## config.mk

```make
export PLATFORM = sky130hd
export DESIGN_NAME = query_language_lexer_top
export DESIGN_NICKNAME = d
export VERILOG_FILES = /design/src/rtl/qll_pkg.sv /design/src/rtl/query_language_lexer_top.sv /design/src/rtl/qll_core.sv /design/src/rtl/qll_queue.sv
export VERILOG_INCLUDE_DIRS = /design/src /design/src/rtl
export SDC_FILE = /design/constraint.sdc
export NUM_CORES = 1
export LEC_CHECK = 0
export BUFFER_PORTS_ARGS = -buffer_cell sky130_fd_sc_hd__buf_2
export CORE_MARGIN = 2
export CORE_UTILIZATION = 25
export CTS_CLUSTER_DIAMETER = 50
export DETAILED_ROUTE_END_ITERATION = 8
export SLEW_MARGIN = 0
export SYNTH_ARGS = -nofsm -noshare
export SYNTH_HDL_FRONTEND = slang
export SYNTH_HIERARCHICAL = 1
export SYNTH_SLANG_ARGS = --single-unit
```

## constraint.sdc

```tcl
create_clock -name clk -period 10.05 [get_ports clk]
set_input_delay 1.5075 -clock clk [delete_from_list [all_inputs] [get_ports clk]]
set_output_delay 1.5075 -clock clk [all_outputs]
set_load 0.02 [all_outputs]
```

## src/rtl/query_language_lexer_top_defines.svh

```systemverilog
// Assertion macros shared by the lexer modules.
// Each macro expects signals named clk and rst_n in the scope where it is used.
`ifndef QUERY_LANGUAGE_LEXER_TOP_DEFINES_SVH
`define QUERY_LANGUAGE_LEXER_TOP_DEFINES_SVH

// Condition that must hold at every clock edge out of reset.
`define QLL_ASSERT(label, cond) \
    label: assert property (@(posedge clk) disable iff (!rst_n) (cond)) \
        else $error("lexer assertion failed in %m");

// Consequence that must hold in the same cycle as the antecedent.
`define QLL_ASSERT_IMP(label, ante, cons) \
    label: assert property (@(posedge clk) disable iff (!rst_n) (ante) |-> (cons)) \
        else $error("lexer assertion failed in %m");

// Consequence that must hold in the cycle after the antecedent.
`define QLL_ASSERT_NXT(label, ante, cons) \
    label: assert property (@(posedge clk) disable iff (!rst_n) (ante) |=> (cons)) \
        else $error("lexer assertion failed in %m");

`endif

```

## src/rtl/qll_pkg.sv

```systemverilog
package qll_pkg;

    // Field widths
    localparam int START_W = 32;
    localparam int KIND_W = 6;

    // Result queue sizing
    localparam int MAX_RESULTS = 3;
    localparam int QUEUE_DEPTH = 6;
    localparam int QCNT_W = 3;

    // Keyword table sizing
    localparam int NKW = 13;
    localparam int KW_MAX = 10;
    localparam logic [3:0] ILEN_SAT = 4'd10;
    localparam logic [NKW-1:0] KW_ALL = '1;

    // Token kinds
    localparam logic [KIND_W-1:0] K_END = 6'd0;
    localparam logic [KIND_W-1:0] K_NUMBER = 6'd1;
    localparam logic [KIND_W-1:0] K_STRING = 6'd2;
    localparam logic [KIND_W-1:0] K_IDENT = 6'd3;
    localparam logic [KIND_W-1:0] K_DOT = 6'd16;
    localparam logic [KIND_W-1:0] K_COMMA = 6'd17;
    localparam logic [KIND_W-1:0] K_LPAREN = 6'd18;
    localparam logic [KIND_W-1:0] K_RPAREN = 6'd19;
    localparam logic [KIND_W-1:0] K_LBRACK = 6'd20;
    localparam logic [KIND_W-1:0] K_RBRACK = 6'd21;
    localparam logic [KIND_W-1:0] K_LBRACE = 6'd22;
    localparam logic [KIND_W-1:0] K_RBRACE = 6'd23;
    localparam logic [KIND_W-1:0] K_PLUS = 6'd24;
    localparam logic [KIND_W-1:0] K_MINUS = 6'd25;
    localparam logic [KIND_W-1:0] K_STAR = 6'd26;
    localparam logic [KIND_W-1:0] K_SLASH = 6'd27;
    localparam logic [KIND_W-1:0] K_EQ = 6'd28;
    localparam logic [KIND_W-1:0] K_NE = 6'd29;
    localparam logic [KIND_W-1:0] K_LT = 6'd30;
    localparam logic [KIND_W-1:0] K_LE = 6'd31;
    localparam logic [KIND_W-1:0] K_GT = 6'd32;
    localparam logic [KIND_W-1:0] K_GE = 6'd33;
    localparam logic [KIND_W-1:0] K_INVALID = 6'd34;

    // Characters with a special role
    localparam logic [7:0] CH_DOT = ".";
    localparam logic [7:0] CH_COMMA = ",";
    localparam logic [7:0] CH_LPAREN = "(";
    localparam logic [7:0] CH_RPAREN = ")";
    localparam logic [7:0] CH_LBRACK = "[";
    localparam logic [7:0] CH_RBRACK = "]";
    localparam logic [7:0] CH_LBRACE = "{";
    localparam logic [7:0] CH_RBRACE = "}";
    localparam logic [7:0] CH_PLUS = "+";
    localparam logic [7:0] CH_MINUS = "-";
    localparam logic [7:0] CH_STAR = "*";
    localparam logic [7:0] CH_SLASH = "/";
    localparam logic [7:0] CH_EQUALS = "=";
    localparam logic [7:0] CH_BANG = "!";
    localparam logic [7:0] CH_LESS = "<";
    localparam logic [7:0] CH_GREATER = ">";
    localparam logic [7:0] CH_DQUOTE = 8'h22;
    localparam logic [7:0] CH_SQUOTE = 8'h27;
    localparam logic [7:0] CH_BACKSLASH = 8'h5C;
    localparam logic [7:0] CH_UNDERSCORE = "_";
    localparam logic [7:0] CH_SPACE = 8'h20;
    localparam logic [7:0] CH_TAB = 8'h09;
    localparam logic [7:0] CH_LF = 8'h0A;
    localparam logic [7:0] CH_CR = 8'h0D;
    localparam logic [7:0] CH_N = "n";
    localparam logic [7:0] CH_T = "t";
    localparam logic [7:0] CH_R = "r";

    // Keyword spellings, lengths and kinds
    localparam logic [7:0] KW_SPELL [NKW][KW_MAX] = '{
        '{"a", "l", "l", 0, 0, 0, 0, 0, 0, 0},
        '{"f", "o", "r", "a", "l", "l", 0, 0, 0, 0},
        '{"a", "n", "y", 0, 0, 0, 0, 0, 0, 0},
        '{"e", "x", "i", "s", "t", "s", 0, 0, 0, 0},
        '{"n", "o", "n", "e", 0, 0, 0, 0, 0, 0},
        '{"i", "n", 0, 0, 0, 0, 0, 0, 0, 0},
        '{"w", "h", "e", "r", "e", 0, 0, 0, 0, 0},
        '{"s", "a", "t", "i", "s", "f", "i", "e", "s", 0},
        '{"a", "n", "d", 0, 0, 0, 0, 0, 0, 0},
        '{"o", "r", 0, 0, 0, 0, 0, 0, 0, 0},
        '{"n", "o", "t", 0, 0, 0, 0, 0, 0, 0},
        '{"t", "r", "u", "e", 0, 0, 0, 0, 0, 0},
        '{"f", "a", "l", "s", "e", 0, 0, 0, 0, 0}
    };
    localparam logic [3:0] KW_LEN [NKW] = '{
        4'd3, 4'd6, 4'd3, 4'd6, 4'd4, 4'd2, 4'd5, 4'd9, 4'd3, 4'd2, 4'd3, 4'd4, 4'd5
    };
    localparam logic [KIND_W-1:0] KW_KIND [NKW] = '{
        6'd4, 6'd4, 6'd5, 6'd6, 6'd7, 6'd8, 6'd9, 6'd10, 6'd11, 6'd12, 6'd13, 6'd14, 6'd15
    };

    // One input item as it enters the lexer core
    typedef struct packed {
        logic [7:0] data_byte;
        logic       has_byte;
        logic       end_of_input;
    } item_t;

    // One result item
    typedef struct packed {
        logic [KIND_W-1:0]  token_kind;
        logic [START_W-1:0] token_start;
        logic [7:0]         value_byte;
        logic               value_present;
        logic               token_last;
    } res_t;

    // Build a result item; the kind shows only on the last item of a run.
    function automatic res_t make_res(logic [KIND_W-1:0] kind, logic [START_W-1:0] start,
                                      logic [7:0] b, logic present, logic last);
        res_t r;
        r.token_kind = last ? kind : K_END;
        r.token_start = start;
        r.value_byte = present ? b : 8'h00;
        r.value_present = present;
        r.token_last = last;
        return r;
    endfunction

    function automatic logic is_digit(logic [7:0] c);
        return (c >= "0") && (c <= "9");
    endfunction

    function automatic logic is_alpha(logic [7:0] c);
        return ((c >= "a") && (c <= "z")) || ((c >= "A") && (c <= "Z"));
    endfunction

    function automatic logic is_ident(logic [7:0] c);
        return is_alpha(c) || is_digit(c) || (c == CH_UNDERSCORE);
    endfunction

    function automatic logic is_space(logic [7:0] c);
        return (c == CH_SPACE) || (c == CH_TAB) || (c == CH_LF) || (c == CH_CR);
    endfunction

    function automatic logic [KIND_W-1:0] single_kind(logic [7:0] c);
        logic [KIND_W-1:0] k;
        case (c)
            CH_DOT:     k = K_DOT;
            CH_COMMA:   k = K_COMMA;
            CH_LPAREN:  k = K_LPAREN;
            CH_RPAREN:  k = K_RPAREN;
            CH_LBRACK:  k = K_LBRACK;
            CH_RBRACK:  k = K_RBRACK;
            CH_LBRACE:  k = K_LBRACE;
            CH_RBRACE:  k = K_RBRACE;
            CH_PLUS:    k = K_PLUS;
            CH_MINUS:   k = K_MINUS;
            CH_STAR:    k = K_STAR;
            CH_SLASH:   k = K_SLASH;
            CH_LESS:    k = K_LT;
            CH_GREATER: k = K_GT;
            default:    k = K_INVALID;
        endcase
        return k;
    endfunction

    function automatic logic [KIND_W-1:0] pair_kind(logic [7:0] c);
        logic [KIND_W-1:0] k;
        case (c)
            CH_EQUALS: k = K_EQ;
            CH_BANG:   k = K_NE;
            CH_LESS:   k = K_LE;
            default:   k = K_GE;
        endcase
        return k;
    endfunction

    // Drop the keywords that cannot match once byte b sits at position idx.
    function automatic logic [NKW-1:0] kw_filter(logic [NKW-1:0] cand, logic [3:0] idx,
                                                 logic [7:0] b);
        logic [NKW-1:0] r;
        r = cand;
        for (int k = 0; k < NKW; k++) begin
            if (!((idx < KW_LEN[k]) && (KW_SPELL[k][idx] == b)))
                r[k] = 1'b0;
        end
        return r;
    endfunction

    // First keyword still in the running whose length matches, else identifier.
    function automatic logic [KIND_W-1:0] ident_kind(logic [NKW-1:0] cand, logic [3:0] len);
        logic [KIND_W-1:0] k;
        k = K_IDENT;
        for (int i = NKW - 1; i >= 0; i--) begin
            if (cand[i] && (KW_LEN[i] == len))
                k = KW_KIND[i];
        end
        return k;
    endfunction

endpackage

```

## src/rtl/query_language_lexer_top.sv

```systemverilog
// Input items are held in the input register; result items go through a six-entry queue.
// Throughput: one input item per cycle while each produces at most one result and the
// output is not stalled; results leave one per cycle while m_tready is high.
// An item enters the lexer only with three queue entries free.
// Reset (rst_n low, asynchronous) empties the queue and input register and
// returns the lexer to idle between tokens at offset 0.
module query_language_lexer_top #(
    parameter int POS_BITS = 32
) (
    input  logic        clk,
    input  logic        rst_n,
    input  logic        s_tvalid,
    output logic        s_tready,
    input  logic [7:0]  s_tdata,   // [7:0] data_byte
    input  logic [0:0]  s_tuser,   // [0] has_byte
    input  logic        s_tlast,   // end_of_input
    output logic        m_tvalid,
    input  logic        m_tready,
    output logic [39:0] m_tdata,   // [31:0] token_start, [39:32] value_byte
    output logic [6:0]  m_tuser,   // [5:0] token_kind, [6] value_present
    output logic        m_tlast    // token_last
);

    logic                       in_valid_reg;
    qll_pkg::item_t             item_reg;
    logic                       fire;
    logic                       pop;
    qll_pkg::res_t              res [qll_pkg::MAX_RESULTS];
    logic [1:0]                 res_count;
    qll_pkg::res_t              head;
    logic [qll_pkg::QCNT_W-1:0] q_count;

    // The held item goes through the lexer once the queue has room for its results
    assign fire = in_valid_reg &&
                  (q_count <= qll_pkg::QCNT_W'(qll_pkg::QUEUE_DEPTH - qll_pkg::MAX_RESULTS));
    assign s_tready = !in_valid_reg || fire;

    // Input register
    always_ff @(posedge clk or negedge rst_n) begin
        if (!rst_n)
            in_valid_reg <= 1'b0;
        else if (s_tready)
            in_valid_reg <= s_tvalid;
    end

    always_ff @(posedge clk) begin
        if (s_tvalid && s_tready) begin
            item_reg.data_byte <= s_tdata;
            item_reg.has_byte <= s_tuser[0];
            item_reg.end_of_input <= s_tlast;
        end
    end

    qll_core #(
        .POS_BITS(POS_BITS)
    ) u_core (
        .clk(clk),
        .rst_n(rst_n),
        .fire(fire),
        .item(item_reg),
        .res(res),
        .res_count(res_count)
    );

    qll_queue u_queue (
        .clk(clk),
        .rst_n(rst_n),
        .push_data(res),
        .push_count(res_count),
        .pop(pop),
        .head(head),
        .count(q_count)
    );

    // Result side
    assign m_tvalid = (q_count != '0);
    assign pop = m_tvalid && m_tready;
    assign m_tdata = {head.value_byte, head.token_start};
    assign m_tuser = {head.value_present, head.token_kind};
    assign m_tlast = head.token_last;

endmodule

```

## src/rtl/qll_core.sv

```systemverilog
`include "query_language_lexer_top_defines.svh"

module qll_core #(
    parameter int POS_BITS = 32
) (
    input  logic           clk,
    input  logic           rst_n,
    input  logic           fire,
    input  qll_pkg::item_t item,
    output qll_pkg::res_t  res [qll_pkg::MAX_RESULTS],
    output logic [1:0]     res_count
);

    typedef enum logic [2:0] {
        M_IDLE,
        M_INT,
        M_FRAC,
        M_STR,
        M_ESC,
        M_IDENT,
        M_OPER
    } mode_t;

    mode_t                         mode_reg, mode_next;
    logic                          qsingle_reg, qsingle_next;
    logic [7:0]                    held_reg, held_next;
    logic                          hvalid_reg, hvalid_next;
    logic [qll_pkg::START_W-1:0]   start_reg, start_next;
    logic [POS_BITS-1:0]           pos_reg, pos_next;
    logic [qll_pkg::NKW-1:0]       cand_reg, cand_next;
    logic [3:0]                    ilen_reg, ilen_next;

    logic [POS_BITS-1:0]           pos_inc;
    logic [POS_BITS-1:0]           pos_after;
    logic [qll_pkg::START_W-1:0]   pos_lo;
    logic [qll_pkg::START_W-1:0]   after_lo;

    // Saturating byte position, advanced by every byte taken
    assign pos_inc = (pos_reg == '1) ? pos_reg : pos_reg + 1'b1;
    assign pos_after = (fire && item.has_byte) ? pos_inc : pos_reg;

    // Token offsets are the low bits of the position, or the position zero-extended if narrower
    if (POS_BITS >= qll_pkg::START_W) begin : g_wide_pos
        assign pos_lo = pos_reg[qll_pkg::START_W-1:0];
        assign after_lo = pos_after[qll_pkg::START_W-1:0];
    end else begin : g_narrow_pos
        assign pos_lo = {{(qll_pkg::START_W - POS_BITS){1'b0}}, pos_reg};
        assign after_lo = {{(qll_pkg::START_W - POS_BITS){1'b0}}, pos_after};
    end

    // Lexer step: take the byte, start a new token if needed, then flush on end of input
    always_comb begin
        mode_t                       m;
        logic                        qs;
        logic [7:0]                  hb;
        logic                        hv;
        logic [qll_pkg::START_W-1:0] st;
        logic [qll_pkg::NKW-1:0]     c;
        logic [3:0]                  il;
        logic [1:0]                  n;
        logic [7:0]                  b;
        logic [7:0]                  q;
        logic [7:0]                  d;
        logic                        do_idle;
        logic                        do_feed;

        m = mode_reg;
        qs = qsingle_reg;
        hb = held_reg;
        hv = hvalid_reg;
        st = start_reg;
        c = cand_reg;
        il = ilen_reg;
        n = 2'd0;
        b = item.data_byte;
        q = qs ? qll_pkg::CH_SQUOTE : qll_pkg::CH_DQUOTE;
        d = b;
        do_idle = 1'b0;
        do_feed = 1'b0;
        for (int i = 0; i < qll_pkg::MAX_RESULTS; i++)
            res[i] = '0;

        if (fire && item.has_byte) begin
            // Continue or close the open token
            case (m)
                M_INT, M_FRAC: begin
                    if (qll_pkg::is_digit(b) || ((m == M_INT) && (b == qll_pkg::CH_DOT))) begin
                        res[n] = qll_pkg::make_res(qll_pkg::K_NUMBER, st, hb, 1'b1, 1'b0);
                        n = n + 2'd1;
                        if (b == qll_pkg::CH_DOT)
                            m = M_FRAC;
                        hb = b;
                    end else begin
                        res[n] = qll_pkg::make_res(qll_pkg::K_NUMBER, st, hb, 1'b1, 1'b1);
                        n = n + 2'd1;
                        hv = 1'b0;
                        m = M_IDLE;
                        do_idle = 1'b1;
                    end
                end
                M_STR: begin
                    if (b == q) begin
                        res[n] = qll_pkg::make_res(qll_pkg::K_STRING, st, hb, hv, 1'b1);
                        n = n + 2'd1;
                        hv = 1'b0;
                        m = M_IDLE;
                    end else if (b == qll_pkg::CH_BACKSLASH) begin
                        m = M_ESC;
                    end else begin
                        if (hv) begin
                            res[n] = qll_pkg::make_res(qll_pkg::K_STRING, st, hb, 1'b1, 1'b0);
                            n = n + 2'd1;
                        end
                        hb = b;
                        hv = 1'b1;
                    end
                end
                M_ESC: begin
                    if (b == qll_pkg::CH_N)
                        d = qll_pkg::CH_LF;
                    else if (b == qll_pkg::CH_T)
                        d = qll_pkg::CH_TAB;
                    else if (b == qll_pkg::CH_R)
                        d = qll_pkg::CH_CR;
                    if (hv) begin
                        res[n] = qll_pkg::make_res(qll_pkg::K_STRING, st, hb, 1'b1, 1'b0);
                        n = n + 2'd1;
                    end
                    hb = d;
                    hv = 1'b1;
                    m = M_STR;
                end
                M_IDENT: begin
                    if (qll_pkg::is_ident(b)) begin
                        res[n] = qll_pkg::make_res(qll_pkg::K_IDENT, st, hb, 1'b1, 1'b0);
                        n = n + 2'd1;
                        do_feed = 1'b1;
                        hb = b;
                    end else begin
                        res[n] = qll_pkg::make_res(qll_pkg::ident_kind(c, il), st, hb,
                                                   1'b1, 1'b1);
                        n = n + 2'd1;
                        hv = 1'b0;
                        m = M_IDLE;
                        do_idle = 1'b1;
                    end
                end
                M_OPER: begin
                    if (b == qll_pkg::CH_EQUALS) begin
                        res[n] = qll_pkg::make_res(qll_pkg::K_END, st, hb, 1'b1, 1'b0);
                        n = n + 2'd1;
                        res[n] = qll_pkg::make_res(qll_pkg::pair_kind(hb), st, b, 1'b1, 1'b1);
                        n = n + 2'd1;
                        hv = 1'b0;
                        m = M_IDLE;
                    end else begin
                        res[n] = qll_pkg::make_res(qll_pkg::single_kind(hb), st, hb,
                                                   1'b1, 1'b1);
                        n = n + 2'd1;
                        hv = 1'b0;
                        m = M_IDLE;
                        do_idle = 1'b1;
                    end
                end
                default: begin
                    m = M_IDLE;
                    do_idle = 1'b1;
                end
            endcase

            // Between tokens: classify the byte and open the next token
            if (do_idle) begin
                st = pos_lo;
                if (qll_pkg::is_space(b)) begin
                    m = M_IDLE;
                end else if (qll_pkg::is_digit(b)) begin
                    m = M_INT;
                    hb = b;
                    hv = 1'b1;
                end else if ((b == qll_pkg::CH_DQUOTE) || (b == qll_pkg::CH_SQUOTE)) begin
                    m = M_STR;
                    qs = (b == qll_pkg::CH_SQUOTE);
                    hv = 1'b0;
                end else if (qll_pkg::is_alpha(b) || (b == qll_pkg::CH_UNDERSCORE)) begin
                    m = M_IDENT;
                    c = qll_pkg::KW_ALL;
                    il = 4'd0;
                    do_feed = 1'b1;
                    hb = b;
                    hv = 1'b1;
                end else if ((b == qll_pkg::CH_EQUALS) || (b == qll_pkg::CH_BANG) ||
                             (b == qll_pkg::CH_LESS) || (b == qll_pkg::CH_GREATER)) begin
                    m = M_OPER;
                    hb = b;
                    hv = 1'b1;
                end else begin
                    res[n] = qll_pkg::make_res(qll_pkg::single_kind(b), st, b, 1'b1, 1'b1);
                    n = n + 2'd1;
                end
            end

            // Keyword matching advances by one character
            if (do_feed) begin
                c = qll_pkg::kw_filter(c, il, b);
                il = (il < qll_pkg::ILEN_SAT) ? il + 4'd1 : qll_pkg::ILEN_SAT;
            end
        end

        if (fire && item.end_of_input) begin
            // Close whatever token is still open
            case (m)
                M_INT, M_FRAC: begin
                    res[n] = qll_pkg::make_res(qll_pkg::K_NUMBER, st, hb, 1'b1, 1'b1);
                    n = n + 2'd1;
                end
                M_STR, M_ESC: begin
                    res[n] = qll_pkg::make_res(qll_pkg::K_STRING, st, hb, hv, 1'b1);
                    n = n + 2'd1;
                end
                M_IDENT: begin
                    res[n] = qll_pkg::make_res(qll_pkg::ident_kind(c, il), st, hb,
                                               1'b1, 1'b1);
                    n = n + 2'd1;
                end
                M_OPER: begin
                    res[n] = qll_pkg::make_res(qll_pkg::single_kind(hb), st, hb, 1'b1, 1'b1);
                    n = n + 2'd1;
                end
                default: begin
                    m = M_IDLE;
                end
            endcase

            // End token, then back to the state after reset
            res[n] = qll_pkg::make_res(qll_pkg::K_END, after_lo, 8'h00, 1'b0, 1'b1);
            n = n + 2'd1;
            m = M_IDLE;
            qs = 1'b0;
            hb = 8'h00;
            hv = 1'b0;
            st = '0;
            c = qll_pkg::KW_ALL;
            il = 4'd0;
        end

        mode_next = m;
        qsingle_next = qs;
        held_next = hb;
        hvalid_next = hv;
        start_next = st;
        cand_next = c;
        ilen_next = il;
        res_count = n;
    end

    assign pos_next = (fire && item.end_of_input) ? '0 : pos_after;

    // Lexer state
    always_ff @(posedge clk or negedge rst_n) begin
        if (!rst_n) begin
            mode_reg <= M_IDLE;
            qsingle_reg <= 1'b0;
            held_reg <= 8'h00;
            hvalid_reg <= 1'b0;
            start_reg <= '0;
            pos_reg <= '0;
            cand_reg <= qll_pkg::KW_ALL;
            ilen_reg <= 4'd0;
        end else begin
            mode_reg <= mode_next;
            qsingle_reg <= qsingle_next;
            held_reg <= held_next;
            hvalid_reg <= hvalid_next;
            start_reg <= start_next;
            pos_reg <= pos_next;
            cand_reg <= cand_next;
            ilen_reg <= ilen_next;
        end
    end

    // An end of input always yields the end token and leaves the lexer fresh
    `QLL_ASSERT_IMP(a_eoi_emits, fire && item.end_of_input, res_count != 2'd0)
    `QLL_ASSERT_NXT(a_eoi_fresh, fire && item.end_of_input, (mode_reg == M_IDLE) && (pos_reg == '0))

endmodule

```

## src/rtl/qll_queue.sv

```systemverilog
`include "query_language_lexer_top_defines.svh"

module qll_queue (
    input  logic                       clk,
    input  logic                       rst_n,
    input  qll_pkg::res_t              push_data [qll_pkg::MAX_RESULTS],
    input  logic [1:0]                 push_count,
    input  logic                       pop,
    output qll_pkg::res_t              head,
    output logic [qll_pkg::QCNT_W-1:0] count
);

    qll_pkg::res_t               entry_reg [qll_pkg::QUEUE_DEPTH];
    qll_pkg::res_t               entry_next [qll_pkg::QUEUE_DEPTH];
    logic [qll_pkg::QCNT_W-1:0]  count_reg, count_next;
    logic [qll_pkg::QCNT_W-1:0]  base;
    logic [qll_pkg::QCNT_W-1:0]  top;

    // Entries shift towards the head on a pop; new items land behind the survivors
    assign base = count_reg - {{(qll_pkg::QCNT_W - 1){1'b0}}, pop};
    assign top = base + {1'b0, push_count};

    always_comb begin
        logic [qll_pkg::QCNT_W-1:0] slot;
        logic [qll_pkg::QCNT_W-1:0] off;
        for (int i = 0; i < qll_pkg::QUEUE_DEPTH; i++) begin
            slot = qll_pkg::QCNT_W'(i);
            off = slot - base;
            if ((slot >= base) && (slot < top))
                entry_next[i] = push_data[off[1:0]];
            else if (pop && (i + 1 < qll_pkg::QUEUE_DEPTH))
                entry_next[i] = entry_reg[(i + 1) % qll_pkg::QUEUE_DEPTH];
            else
                entry_next[i] = entry_reg[i];
        end
    end

    assign count_next = top;

    // Queue contents
    always_ff @(posedge clk) begin
        for (int i = 0; i < qll_pkg::QUEUE_DEPTH; i++)
            entry_reg[i] <= entry_next[i];
    end

    // Fill level
    always_ff @(posedge clk or negedge rst_n) begin
        if (!rst_n)
            count_reg <= '0;
        else
            count_reg <= count_next;
    end

    assign head = entry_reg[0];
    assign count = count_reg;

    // Fill level stays in range and tracks pushes and pops exactly
    `QLL_ASSERT(a_count_bound, count_reg <= qll_pkg::QCNT_W'(qll_pkg::QUEUE_DEPTH))
    `QLL_ASSERT_IMP(a_pop_nonempty, pop, count_reg != '0)
    `QLL_ASSERT_NXT(a_count_step, 1'b1, count_reg == $past(count_reg) - $past(pop) + $past(push_count))

endmodule

```

Yosys cells after proc, flatten, opt, wreduce, memory -nomap -nowiden
Memory sizes are Yosys's and may differ from the RTL's.
Cells that the tools add are included.
W data, S select, Z words.
{ "totals": {"ff_bits": 108, "ram_bits": 288, "mem_bits_ro": 1664, "input_bits": 14, "output_inout_bits": 50, "word_cells": 516, "memories": 14} }
{ "classes": {"add_sub_neg": 13, "n_lt_le_gt_ge": 39, "eq_ne": 98, "muxes": 247, "bitwise": 10, "n_reduce_logical": 82} }
{ "mem_list": {"columns": ["name", "depth", "word_bits", "rd", "rd_ports_with_merged_regs", "write_ports", "line", "source"], "rows": [
  ["u_queue.entry_reg", 6, 48, 6, 0, 6, "qll_queue.sv:13", "qll_pkg::res_t entry_reg [qll_pkg::QUEUE_DEPTH];"],
  ["(no name shown)", 16, 8, 1, 0, 0, "qll_pkg.sv:178", "if (!((idx < KW_LEN[k]) && (KW_SPELL[k][idx] == b)))"],
  ["(no name shown)", 16, 8, 1, 0, 0, "qll_pkg.sv:178", null],
  ["(no name shown)", 16, 8, 1, 0, 0, "qll_pkg.sv:178", null],
  ["(no name shown)", 16, 8, 1, 0, 0, "qll_pkg.sv:178", null],
  ["(no name shown)", 16, 8, 1, 0, 0, "qll_pkg.sv:178", null],
  ["8 more memories", null, null, null, null, null, null, null]
]} }
{ "op_table": {"columns": ["op", "n"], "rows": [
  ["$mux W48", 34],
  ["$mux W144", 9],
  ["$bwmux W144", 6],
  ["$bmux W48 S2", 6],
  ["$pmux W144 S4", 1],
  ["$mux W8", 43],
  ["$eq A8 B6 Y1 const B", 37],
  ["$demux W48 S2", 3],
  ["$pmux W6 S14", 3],
  ["$pmux W48 S5", 1],
  ["$mux W32", 6],
  ["$mux W4", 36],
  ["$eq A8 B7 Y1 const B", 17],
  ["$eq A8 B8 Y1", 14],
  ["$mux W13", 8],
  ["$mux W6", 11],
  ["$logic_and A1 B1 Y1", 57],
  ["$mux W1", 44],
  ["$mux W43", 1],
  ["$mux W3", 14],
  ["$mux W42", 1],
  ["$add A32 B1 Y32 const B", 1],
  ["$eq A32 B32 Y1 const B", 1],
  ["$pmux W8 S4", 1],
  ["other kinds (47)", 134]
]} }

Longest topological paths before layout
{ "depth": {"depth_word": 44, "depth_mapped": 26, "depth_no_buf": 22} }

Cells and area by module
The synthesis kept the hierarchy.
{ "modules_own_cells": {"columns": ["module", "instances", "cells_each", "area_per_inst_um2"], "rows": [
  ["qll_queue", 1, 1041, 15722.6],
  ["qll_core", 1, 1929, 12916.1],
  ["query_language_lexer_top", 1, 17, 370.4]
]} }

Least setup slack after synthesis
No wires, ideal clock.
{ "synth_path": {"path_kind": "register -> register", "startpoint": "register, netlist name u_core/mode_reg[2]", "endpoint": "memory u_queue/entry_reg[5][0] in the netlist's numbering (enable)", "setup_ns": 0.454, "t_arrival_ns": 6.722, "required_ns": 9.596, "slack_ns": 2.874, "path_stages_with_launch": 19, "synth_period_minus_slack_ns": 7.176, "path_cell_list": "dfrtp_1 > clkbuf_1 > buf_2 > inv_1 > or2_2 > or4_1 > inv_2 > buf_1 > ha_1 > nand2b_1 > a21oi_1 > inv_1 > ha_1 > a21oi_1 > ha_1 > o21ai_0 > fa_1 > xnor3_1 > nor2_1"} }
{ "synth_rtl": {"columns": ["element", "line"], "rows": [
  ["end, declared", "qll_queue.sv:13"]
]} }

==> flow_summary.ini <==
[status]
status = complete, no violations

[place]
dp_hpwl_um = 68800
port_buffers = 63
gp_congestion = 0.916
dpl.cell_count = 4349
place_ws_ns = 2.13

[detailed_routing]
drc = 0
routed_via_density = 5.79
routed_wirelength_um = 109000
vias = 25830
drt-wirelength-per-cell_um = 24.5
ant_nets = 0
first_pass_iters = 6
first_iter_violations = 3355

[clock_network]
cts_root_buffer = clkbuf_16
cts_tree = yes
clock_path_buffers = 3
postCtsHoldBufs = 0
h-tree-depth = 2
cts-resized-gates = 0
cts_buffers = 59
clkLatencyLatePin_ns = 0.64
path_clk_slew_ns = 0.06
cts_setup_buffers = 0
cts.sinks = 396

[pwr]
ir_drop_v = 0.000519
p_sw_frac = 0.480
power_mw = 13.7
power.density_mw_per_mm2 = 417
switching_power_mw = 6.56
power_frac_clock = 0.164
p_comb_frac = 0.591
p_leak_nw = 11.9
power_frac_seq = 0.244
intPower_mw = 7.10

[synth]
synthSimpleGateAreaFrac = 0.140
yosysWarnings = 6
synth_edf_count = 298
synthAdderAreaFrac = 0.0110
synth_compound_area_frac = 0.215
synth_top_family_by_area = compound AO/OA/AOI/OAI gates
synth_cell_types = 115
netlist_instances = 2987
ys_async_sr_fraction = 0.247
synthesis.nets = 3026
yosysSeqAreaShare = 0.394
synth_xor_area_frac = 0.0192
synthTopCellsByArea = edfxtp_1 31%, mux2_2 9.1%, mux2i_1 8.1%
synthMuxAreaShare = 0.175
yosys.area.top_type = edfxtp_1
syn_area_mm2 = 0.0290
ys_ff_latch = 396
synth_top_area_frac = 0.308
synthFlopType = edfxtp_1
syn_area_per_cell_um2 = 9.71

[floorplan]
dieWidth_um = 345
row_count = 124
core_mm2 = 0.115
dieArea_mm2 = 0.119
die_h_um = 345
start_util = 0.253
ios = 64

[worst_setup_path]
crit_chain = buf_4 > nand4bb_1 > o311ai_4 > o211ai_4 > a21oi_4 > nor3_1 > o32ai_2 > nor2_1 > a21oi_1 > a21oi_1 > ha_2 > o21ai_0 > fa_1 > xnor3_1 > nor2_4 > buf_4
cp_top_family = compound AO/OA/AOI/OAI gates
startpoint_type = flop
cp_num_buf_inv = 2
worst_ep_required_time_ns = 10.34
cp.arrival_ns = 8.47
critPathKind = flop to flop
crit_path_max_incr_delay_ns = 1.05
slowest_stage = nor2_4
critPathMaxFanout = 29
end_kind = flop

[final_layout]
nets = 2937
final_common_cell = edfxtp_1
final_cell_mix = 298 x edfxtp_1, 275 x nor2_1, 264 x nand2_1, 235 x mux2i_1, 234 x mux2_2
largest_register_ffs = 288
syn_to_final_growth_pct = 12.9
drive_gt1_frac = 0.190
insertedDiodeCount = 0
finalNonFillerCells = 4460
nFillCells = 11915

[sta]
rsz0062_at_grt = no
fin_ws_ns = 1.87
clock.fmax_ghz = 0.122
hold_viol = 0
hold_ws_ns = 0.529
setup_viol = 0
worstMarginPinSlew_ns = 1.34
drv_slew = 0
skew_ns = 0.0173
period_minus_slack_ns = 8.18
fin_setup_tns_ns = 0
post-route-period-util = 0.814
relSlewSlack = 0.104

[global_route]
antenna_found_initial = 1
overflow = 0
grt_pass1_wl_um = 162000
grt_pass1_vias = 24522
grt_max_degree = 69
track_usage = 0.177

[flow_run]
cap_violations = 0

[hold_path]
hold_path.class = flop to flop
## stage by stage
stage	area, um2	util
CTS	32800	0.286
floorplan	29000	-
global route	32800	0.286
finish	32800	0.286
global placement	30600	0.267
detailed placement	30600	0.267
## cells in the mapped netlist (all sizes together) (58+ instances only)
library cell	n
nand2	268
edfxtp	298
nand3	87
o21ai	106
a22oi	92
nor3	58
nor2	281
buf	106
o2bb2ai	193
a21oi	157
mux2i	235
clkbuf	167
dfrtp	85
mux2	243
## layout make-up
| cell class | count | area [um2] | area share |
|---|---|---|---|
| multi-input cells | 2275 | 16400 | 0.500 |
| inverters | 43 | 163 | 0.00497 |
| well taps | 1512 | 1890 | 0.0578 |
| repair buffers | 123 | 768 | 0.0235 |
| clock inverters | 46 | 578 | 0.0176 |
| clock buffers | 65 | 1550 | 0.0474 |
| flip-flops and latches | 396 | 11400 | 0.349 |
## worst paths after layout
kind	start	end	slack, ns	cells after the start
setup / recovery	item_reg[6]	u_queue/entry_reg[5][16]	1.87	16
hold reg to reg	u_queue/entry_reg[5][32]	u_queue/entry_reg[4][32]	0.53	1
setup reg to reg	item_reg[6]	u_queue/entry_reg[5][16]	1.87	16
min in group asynchronous	rst_n	u_core/start_reg[15]	0.92	1
max in group asynchronous	rst_n	u_queue/count[1]	7.89	2
hold / removal	u_queue/entry_reg[5][32]	u_queue/entry_reg[4][32]	0.53	1
## power by group through the flow
stage / clock network [mW] / logic [mW] / registers [mW]
after global routing: 2.34 / 8.44 / 3.41
after CTS: 2.29 / 7.90 / 3.34
after floorplan: 0 / 5.41 / 3.34
after global placement: 0 / 7.82 / 3.36
after detailed placement: 0 / 7.87 / 3.36
final: 2.24 / 8.07 / 3.34
## per-layer routing
metal,wire length (um),global-route usage,part of all wire
met2,47900,0.271,0.44
met3,9650,0.0305,0.088
met1,48000,0.252,0.44
met4,3630,0.0581,0.033
met5,11,0,0.00010
## logic make-up after synthesis
logic type / count (synthesis)
xor gates and xnor gates: 62
adders and majority gates: 25
AOI/OAI and AO/OA: 837
and+or+nand+nor: 873
DFF: 396
muxes: 478
buffers and inverters: 316
No activity file was read; power rests on OpenSTA's default activity.
